--- config.mk ---
export PLATFORM = sky130hd
export DESIGN_NAME = rational_arithmetic_unit
export DESIGN_NICKNAME = d
export VERILOG_FILES = /design/src/hw/rtl/rau_pkg.sv /design/src/hw/rtl/rau_divider.sv /design/src/hw/rtl/rational_arithmetic_unit.sv
export SDC_FILE = /design/constraint.sdc
export NUM_CORES = 2
export LEC_CHECK = 0
export ABC_AREA = 1
export ABC_CLOCK_PERIOD_IN_PS = 12400
export BUFFER_PORTS_ARGS = -buffer_cell sky130_fd_sc_hd__buf_2
export CAP_MARGIN = 10
export CORE_MARGIN = 5
export CORE_UTILIZATION = 40
export CTS_CLUSTER_DIAMETER = 50
export CTS_CLUSTER_SIZE = 28
export DETAILED_ROUTE_END_ITERATION = 10
export SLEW_MARGIN = 20
export SYNTH_ARGS = -nofsm -noshare
export SYNTH_HDL_FRONTEND = slang
export SYNTH_SLANG_ARGS = --single-unit
--- constraint.sdc ---
create_clock -name clock -period 12.4 [get_ports clock]
set_input_delay 0.62 -clock clock [delete_from_list [all_inputs] [get_ports clock]]
set_output_delay 0.62 -clock clock [all_outputs]
set_load 0.05 [all_outputs]
--- src/hw/rtl/rau_pkg.sv ---
// Package: word types and action codes of the rational arithmetic unit.
package rau_pkg;
   localparam int VALUE_WIDTH = 16;
   localparam int DEN_WIDTH   = VALUE_WIDTH - 1;
   localparam int PROD_WIDTH  = 2 * VALUE_WIDTH + 2;

   localparam logic [3:0] ACT_ADD = 4'd0;
   localparam logic [3:0] ACT_SUB = 4'd1;
   localparam logic [3:0] ACT_MUL = 4'd2;
   localparam logic [3:0] ACT_DIV = 4'd3;
   localparam logic [3:0] ACT_EQ  = 4'd4;
   localparam logic [3:0] ACT_GT  = 4'd5;
   localparam logic [3:0] ACT_LT  = 4'd6;
   localparam logic [3:0] ACT_GE  = 4'd7;
   localparam logic [3:0] ACT_LE  = 4'd8;

   localparam logic [1:0] ERR_OK       = 2'd0;
   localparam logic [1:0] ERR_DIV_ZERO = 2'd1;
   localparam logic [1:0] ERR_OVERFLOW = 2'd2;

   typedef struct packed {
      logic [3:0]                    action;
      logic signed [VALUE_WIDTH-1:0] a_num;
      logic [DEN_WIDTH-1:0]          a_den;
      logic signed [VALUE_WIDTH-1:0] b_num;
      logic [DEN_WIDTH-1:0]          b_den;
   } req_type;

   typedef struct packed {
      logic signed [VALUE_WIDTH-1:0] res_num;
      logic [DEN_WIDTH-1:0]          res_den;
      logic                          cmp_true;
      logic [1:0]                    error_code;
   } rsp_type;
endpackage

--- src/hw/rtl/rau_divider.sv ---
// Shared restoring divider: one quotient bit per cycle over PROD_WIDTH bits.
module rau_divider (
   input  logic                           clock,
   input  logic                           reset,
   input  logic                           start,
   input  logic [rau_pkg::PROD_WIDTH-1:0] dividend,
   input  logic [rau_pkg::PROD_WIDTH-1:0] divisor,
   output logic                           done,
   output logic [rau_pkg::PROD_WIDTH-1:0] quotient,
   output logic [rau_pkg::PROD_WIDTH-1:0] remainder
);
   localparam int W  = rau_pkg::PROD_WIDTH;
   localparam int CW = $clog2(W + 1);

   logic [W-1:0]  quo_ff, quo_in, rem_ff, rem_in, dvs_ff;
   logic [CW-1:0] cnt_ff, cnt_in;
   logic          busy_ff, busy_in, done_ff, done_in;
   logic [W:0]    trial;

   always_comb begin
      quo_in  = quo_ff;
      rem_in  = rem_ff;
      cnt_in  = cnt_ff;
      busy_in = busy_ff;
      done_in = 1'b0;
      trial   = '0;
      if (start) begin
         quo_in  = dividend;
         rem_in  = '0;
         cnt_in  = CW'(W);
         busy_in = 1'b1;
      end else if (busy_ff) begin
         // shift in one dividend bit, subtract when it fits
         trial  = {rem_ff, quo_ff[W-1]} - {1'b0, dvs_ff};
         if (!trial[W]) begin
            rem_in = trial[W-1:0];
            quo_in = {quo_ff[W-2:0], 1'b1};
         end else begin
            rem_in = {rem_ff[W-2:0], quo_ff[W-1]};
            quo_in = {quo_ff[W-2:0], 1'b0};
         end
         cnt_in = cnt_ff - 1'b1;
         if (cnt_ff == CW'(1)) begin
            busy_in = 1'b0;
            done_in = 1'b1;
         end
      end
   end

   always_ff @(posedge clock) begin
      if (reset) begin
         busy_ff <= 1'b0;
         done_ff <= 1'b0;
         cnt_ff  <= '0;
      end else begin
         busy_ff <= busy_in;
         done_ff <= done_in;
         cnt_ff  <= cnt_in;
      end
      quo_ff <= quo_in;
      rem_ff <= rem_in;
      if (start) dvs_ff <= divisor;
   end

   assign done      = done_ff;
   assign quotient  = quo_ff;
   assign remainder = rem_ff;
endmodule

--- src/hw/rtl/rational_arithmetic_unit.sv ---
// Rational arithmetic unit: add, subtract, multiply, divide, compare fractions.
// Bad words and compares finish without the divider; arithmetic multiplies,
// runs Euclid modulo steps for the gcd, then divides numerator and denominator.
// Throughput: one word at a time; req_stall stays high while a word is in work,
// a finished result waits in the output register. The shared 34-bit restoring
// divider (one bit a cycle) does every division. Reset: synchronous, active high.
module rational_arithmetic_unit (
   input  logic             clock,
   input  logic             reset,
   input  logic             req_valid,
   output logic             req_stall,
   input  rau_pkg::req_type req_data,
   output logic             rsp_valid,
   input  logic             rsp_stall,
   output rau_pkg::rsp_type rsp_data
);
   localparam int VW = rau_pkg::VALUE_WIDTH;
   localparam int DW = rau_pkg::DEN_WIDTH;
   localparam int PW = rau_pkg::PROD_WIDTH;

   typedef enum logic [3:0] {
      ST_IDLE, ST_MUL1, ST_MUL2, ST_COMBINE, ST_GCD_SEED, ST_GCD_START, ST_GCD_WAIT,
      ST_RED_NUM, ST_RED_NUM_WAIT, ST_RED_DEN, ST_RED_DEN_WAIT, ST_FINISH, ST_OUT
   } state_type;

   state_type                state_ff;
   rau_pkg::req_type         req_ff;
   logic signed [PW-1:0]     p1_ff, p2_ff, num_ff, den_ff;
   logic [PW-1:0]            gx_ff, gy_ff, g_ff, qn_ff;
   logic                     neg_ff;
   rau_pkg::rsp_type         res_ff;
   rau_pkg::rsp_type         rsp_ff;
   logic                     rsp_valid_ff;

   // shared multiplier operands (one 17x17 signed product per cycle)
   logic signed [VW:0]       mul_a, mul_b;
   logic signed [PW-1:0]     mul_p;

   logic                     div_start, div_done;
   logic [PW-1:0]            div_n, div_d, div_q, div_r;

   rau_divider u_div (
      .clock(clock), .reset(reset), .start(div_start),
      .dividend(div_n), .divisor(div_d),
      .done(div_done), .quotient(div_q), .remainder(div_r)
   );

   always_comb begin
      mul_a = '0;
      mul_b = '0;
      unique case (state_ff)
         ST_MUL1: begin
            mul_a = (VW+1)'(req_ff.a_num);
            mul_b = (req_ff.action == rau_pkg::ACT_MUL) ? (VW+1)'(req_ff.b_num)
                    : $signed({2'b0, req_ff.b_den});
         end
         ST_MUL2: begin
            if (req_ff.action == rau_pkg::ACT_MUL) begin
               mul_a = $signed({2'b0, req_ff.a_den});
               mul_b = $signed({2'b0, req_ff.b_den});
            end else begin
               mul_a = (VW+1)'(req_ff.b_num);
               mul_b = $signed({2'b0, req_ff.a_den});
            end
         end
         default: ;
      endcase
      mul_p = PW'(mul_a * mul_b);
   end

   // divider feed: Euclid steps take larger mod smaller, then reduce
   always_comb begin
      div_start = 1'b0;
      div_n     = '0;
      div_d     = '0;
      unique case (state_ff)
         ST_GCD_START: begin
            div_start = 1'b1;
            div_n = (gx_ff > gy_ff) ? gx_ff : gy_ff;
            div_d = (gx_ff > gy_ff) ? gy_ff : gx_ff;
         end
         ST_RED_NUM: begin
            div_start = 1'b1;
            div_n = num_ff[PW-1] ? PW'(-num_ff) : num_ff;
            div_d = g_ff;
         end
         ST_RED_DEN: begin
            div_start = 1'b1;
            div_n = den_ff;
            div_d = g_ff;
         end
         default: ;
      endcase
   end

   logic lt_w, eq_w, hold_w, bad_w;
   assign lt_w   = p1_ff < p2_ff;
   assign eq_w   = p1_ff == p2_ff;
   assign hold_w = rsp_valid_ff && rsp_stall;
   // zero denominator on either side, or division by a zero fraction
   assign bad_w  = req_ff.a_den == '0 || req_ff.b_den == '0 ||
                   (req_ff.action == rau_pkg::ACT_DIV && req_ff.b_num == '0);

   always_ff @(posedge clock) begin
      if (reset) begin
         state_ff     <= ST_IDLE;
         rsp_valid_ff <= 1'b0;
      end else begin
         // drop the result word once taken, unless a new one loads now
         if (state_ff != ST_OUT && rsp_valid_ff && !rsp_stall) rsp_valid_ff <= 1'b0;
         unique case (state_ff)
            ST_IDLE: if (req_valid) begin
               req_ff   <= req_data;
               state_ff <= ST_MUL1;
            end
            ST_MUL1: begin
               // hold left product, screen bad words
               p1_ff             <= mul_p;
               res_ff.res_num    <= '0;
               res_ff.res_den    <= '0;
               res_ff.cmp_true   <= 1'b0;
               res_ff.error_code <= (req_ff.action <= rau_pkg::ACT_LE && bad_w) ?
                                    rau_pkg::ERR_DIV_ZERO : rau_pkg::ERR_OK;
               if (req_ff.action > rau_pkg::ACT_LE || bad_w) state_ff <= ST_OUT;
               else state_ff <= ST_MUL2;
            end
            ST_MUL2: begin
               p2_ff    <= mul_p;
               state_ff <= ST_COMBINE;
            end
            ST_COMBINE: begin
               state_ff <= ST_GCD_SEED;
               neg_ff   <= 1'b0;
               unique case (req_ff.action)
                  rau_pkg::ACT_ADD, rau_pkg::ACT_SUB: begin
                     num_ff <= (req_ff.action == rau_pkg::ACT_ADD) ? p1_ff + p2_ff
                               : p1_ff - p2_ff;
                     den_ff <= PW'({1'b0, req_ff.a_den}) * PW'({1'b0, req_ff.b_den});
                  end
                  rau_pkg::ACT_MUL: begin
                     num_ff <= p1_ff;
                     den_ff <= p2_ff;
                  end
                  rau_pkg::ACT_DIV: begin
                     // move divisor sign to numerator
                     num_ff <= p2_ff[PW-1] ? -p1_ff : p1_ff;
                     den_ff <= p2_ff[PW-1] ? -p2_ff : p2_ff;
                  end
                  default: begin
                     res_ff.cmp_true <=
                        (req_ff.action == rau_pkg::ACT_EQ && eq_w) ||
                        (req_ff.action == rau_pkg::ACT_GT && !lt_w && !eq_w) ||
                        (req_ff.action == rau_pkg::ACT_LT && lt_w) ||
                        (req_ff.action == rau_pkg::ACT_GE && !lt_w) ||
                        (req_ff.action == rau_pkg::ACT_LE && (lt_w || eq_w));
                     state_ff <= ST_OUT;
                  end
               endcase
            end
            ST_GCD_SEED: begin
               // seed Euclid operands; zero result skips to 0/1 with gcd = den
               gx_ff    <= num_ff[PW-1] ? PW'(-num_ff) : num_ff;
               gy_ff    <= den_ff;
               g_ff     <= den_ff;
               state_ff <= (num_ff == '0) ? ST_RED_NUM : ST_GCD_START;
            end
            ST_GCD_START: state_ff <= ST_GCD_WAIT;
            ST_GCD_WAIT: if (div_done) begin
               // replace larger by remainder
               if (gx_ff > gy_ff) gx_ff <= div_r; else gy_ff <= div_r;
               if (div_r == '0) begin
                  g_ff     <= (gx_ff > gy_ff) ? gy_ff : gx_ff;
                  state_ff <= ST_RED_NUM;
               end else state_ff <= ST_GCD_START;
            end
            ST_RED_NUM: begin
               neg_ff   <= num_ff[PW-1];
               state_ff <= ST_RED_NUM_WAIT;
            end
            ST_RED_NUM_WAIT: if (div_done) begin
               qn_ff    <= div_q;
               state_ff <= ST_RED_DEN;
            end
            ST_RED_DEN: state_ff <= ST_RED_DEN_WAIT;
            ST_RED_DEN_WAIT: if (div_done) begin
               den_ff   <= div_q;
               state_ff <= ST_FINISH;
            end
            ST_FINISH: begin
               // range check on reduced terms
               if ((!neg_ff && qn_ff > PW'((1 << (VW-1)) - 1)) ||
                   (neg_ff && qn_ff > PW'(1 << (VW-1))) ||
                   den_ff > PW'((1 << (VW-1)) - 1))
                  res_ff.error_code <= rau_pkg::ERR_OVERFLOW;
               else begin
                  res_ff.res_num <= neg_ff ? -VW'(qn_ff) : VW'(qn_ff);
                  res_ff.res_den <= DW'(den_ff);
               end
               state_ff <= ST_OUT;
            end
            ST_OUT: if (!hold_w) begin
               // advance the finished word into the output register
               rsp_ff       <= res_ff;
               rsp_valid_ff <= 1'b1;
               state_ff     <= ST_IDLE;
            end
            default: state_ff <= ST_IDLE;
         endcase
      end
   end

   assign req_stall = (state_ff != ST_IDLE);
   assign rsp_valid = rsp_valid_ff;
   assign rsp_data  = rsp_ff;
endmodule

==> metrics.md <==
| Metric | Value |
|---|---|
| Cells after synthesis | 6638 |
| WL met3 | 12.11 mm |
| Vias | 44620 |
| Syn Area/Cell | 7.835 sq um |
| Actual slew at the worst max-slew pin | 1.091 ns |
| Cell depth of the worst flop-to-flop path | 24 |
| Largest family of logic cells by synthesized area | adder cells |
| Crit path launch type | register |
| Unrepaired setup endpoints after global routing | no |
| Final instance area | 56520 sq um |
| Clock skew | 0.03870 ns |
| FF+latch count, synth | 522 |
| Largest net degree at the start of global routing | 76 |
| Synth Area in Compound Gates | 0.08856 |
| Path type of the worst min-delay path | in -> reg |
| Mux contribution to synthesized area | 0 |
| Htree depth | 3 |
| First-pass GRT wire length | 262.2 mm |
| Max Clk Rate | 119.7 MHz |
| Core area | 129300 sq um |
| Area grow syn2layout | 8.671% |
| Crit Path Class | reg -> reg |
| Met1 wire length | 72.13 mm |
| Row cnt | 132 |
| Setup repair bufs after CTS | 0 |
| WL met2 | 78.08 mm |
| Post-CTS resize count | 0 |
| Xor/xnor share of the synthesized area | 0.01785 |
| Top sig layer | met4 |
| Total CTS buffers | 66 |
| Max_cap viols | 0 |
| Max reg flops | 66 |
| Vias per cell | 5.292 |
| Io pins | 106 |
| Top cell type's share of synthesized area | 0.2743 |
| Crit path max fanout | 50 |
| Vias in the first global route | 43570 |
| CTS Sinks | 522 |
| Setup TNS | 0 ns |
| Final Hold Viols | 0 |
| Synth top area cells | edfxtp_1, fa_1, nand2_1 |
| Die H | 370.6 um |
| Reg2Reg Setup Slack | 4.04 ns |
| Post-route DRC | 0 |
| Worst r2r src | req_ff[62] |
| Post-DP Area | 54160 sq um |
| Critical path origin | req_ff[62] |
| Longest Clk Path Bufs | 3 |
| Syn_nets | 7484 |
| Distinct cells, synth | 62 |
| CP endpoint | p2_ff[33] |
| Port Buffers | 105 |
| Clock slew at reported path FFs | 0.07 ns |
| Die Width | 370.6 um |
| Die ar. | 137300 sq um |
| Initial Utilization | 0.4022 |
| Crit end category | register |
| Largest register by flop count | req_ff |
| Yosys warns | 0 |
| Worst path required time | 12.77 ns |
| Mapped Area | 52010 sq um |
| WL per Instance | 20.41 um |
| Status | completed |
| Post-synth top area cell | edfxtp_1 |
| Gpl congestion | 1.071 |
| Pins Over Slew Limit | 0 |
| Remaining antenna violation count | 0 |
| Final wirelength | 172.1 mm |
| Part of the cycle the worst path needs | 0.6738 |
| Post-synthesis adder-cell area fraction | 0.2525 |
| FF-to-FF End | p2_ff[33] |
| Final setup viols | 0 |
| Remaining Overflow, GRT | 0 |
| Hold_buf cts | 0 |
| Layout net count | 7478 |
| Post-Synth Simple-Gate Area | 0.2329 |
| CTS tree | done |
| Arrival time at the worst endpoint | 8.73 ns |
| Clock Latency Late Sink | 0.67 ns |
| Slew headroom | 0.2728 |
| Share of cells above drive strength 1 | 0.05850 |
| Hpwl dp | 135.6 mm |
| Final min period | 8.355 ns |
| Root buf cell | clkbuf_16 |
| GRT Overall Usage | 0.2483 |
| Initial detailed-routing violation count | 4415 |
| Sequential area share after synthesis | 0.2924 |
| Antenna violations before repair | 5 |
| TritonRoute pass-1 iters | 6 |
==> cell families after synthesis <==
kind of cell	count (synthesis)
and+or+nand+nor	2877
adders and majority gates	776
xor gates and xnor gates	106
DFF	522
AOI/OAI and AO/OA	805
buffers and inverters	1552
==> worst min-delay path by stage <==
stage | from | endpoint | slack, ns | cells after the start
after floorplan | res_ff[0] | rsp_data[0] | 0.40 | 0
after global placement | res_ff[8] | rsp_data[8] | 0.40 | 0
after detailed placement | res_ff[3] | rsp_data[3] | 0.40 | 0
after CTS | req_data[60] | req_ff[60] | 0.09 | 1
after global routing | req_data[60] | req_ff[60] | 0.09 | 1
final | req_data[48] | req_ff[48] | 0.13 | 1
==> critical path, cell delays in order (launching register included) <==
cell	delay [ns]
edfxtp_1	0.53
nor2_1	0.23
nand2_2	0.08
inv_2	0.71
o21ai_0	0.21
o22ai_2	0.67
nand2_1	0.23
fa_1	0.65
inv_1	0.15
fa_1	0.66
fa_1	0.66
inv_1	0.12
fa_1	0.54
inv_1	0.06
fa_1	0.52
inv_1	0.05
fa_1	0.53
inv_1	0.04
ha_1	0.37
nand2_1	0.12
nor3_1	0.20
nor3b_1	0.29
nand3_1	0.11
o21ai_0	0.21
xor2_1	0.10
==> synthesized netlist by cell type, drive strengths merged <==
master,number
a2111oi,1
nand3b,29
a21boi,13
ha,320
o2111ai,6
a41oi,7
o211ai,13
o31ai,6
dfxtp,47
a31oi,16
a31o,1
o21ai,340
edfxtp,475
a22oi,16
nor3,69
nor3b,2
a32oi,6
o21bai,35
a211oi,7
nand2,1688
inv,1312
clkbuf,137
a32o,4
buf,100
o221ai,1
xor2,60
and2,2
clkinv,3
a221oi,2
nor4,40
xnor2,46
or3,1
o22ai,18
a21oi,278
o21a,12
nor2,498
and3,4
fa,456
a21o,23
or2,19
nand4,55
nand3,470
==> placed cells by master (no fill, tap or decap), drive strengths merged, types with 46 or more instances in the layout <==
cell and instances:
a21oi 278, buf 163, clkbuf 70, dfxtp 47, edfxtp 475, fa 456
ha 320, inv 1334, nand2 1688, nand3 470, nand4 55, nor2 498
nor3 69, o21ai 340, xnor2 46, xor2 60
==> layout make-up <==
type | instances | area [sq um]
clock inverters | 50 | 605.6
fillers | 12970 | 72800
flip-flops and latches | 522 | 15200
inverters | 1315 | 4936
multi-input cells | 4564 | 30890
diodes | 5 | 12.51
well taps | 1742 | 2180
clock buffers | 70 | 1709
repair buffers | 163 | 980.9
==> stage by stage <==
step | std cells | setup slack [ns] | util | hold slack, ns
floorplan | 6638 | 5.673 | - | 0.4003
global placement | 8305 | 4.189 | 0.4188 | 0.4050
detailed placement | 8305 | 4.118 | 0.4188 | 0.4045
CTS | 8425 | 4.095 | 0.4367 | 0.09374
global route | 8426 | 3.553 | 0.4369 | 0.08890
finish | 8431 | 4.045 | 0.4370 | 0.1259
==> routing by layer <==
| metal | GRT usage | vias to the layer above |
|---|---|---|
| met2 | 0.3978 | 1807 |
| met1 | 0.3317 | 21400 |
| met5 | 0 | - |
| li1 | - | 21020 |
| met4 | 0.1189 | 0 |
| met3 | 0.03626 | 388 |
Power is left out: the tool's default activity adds up to more than one toggle a clock period on the data nets, which glitch-free logic cannot reach.
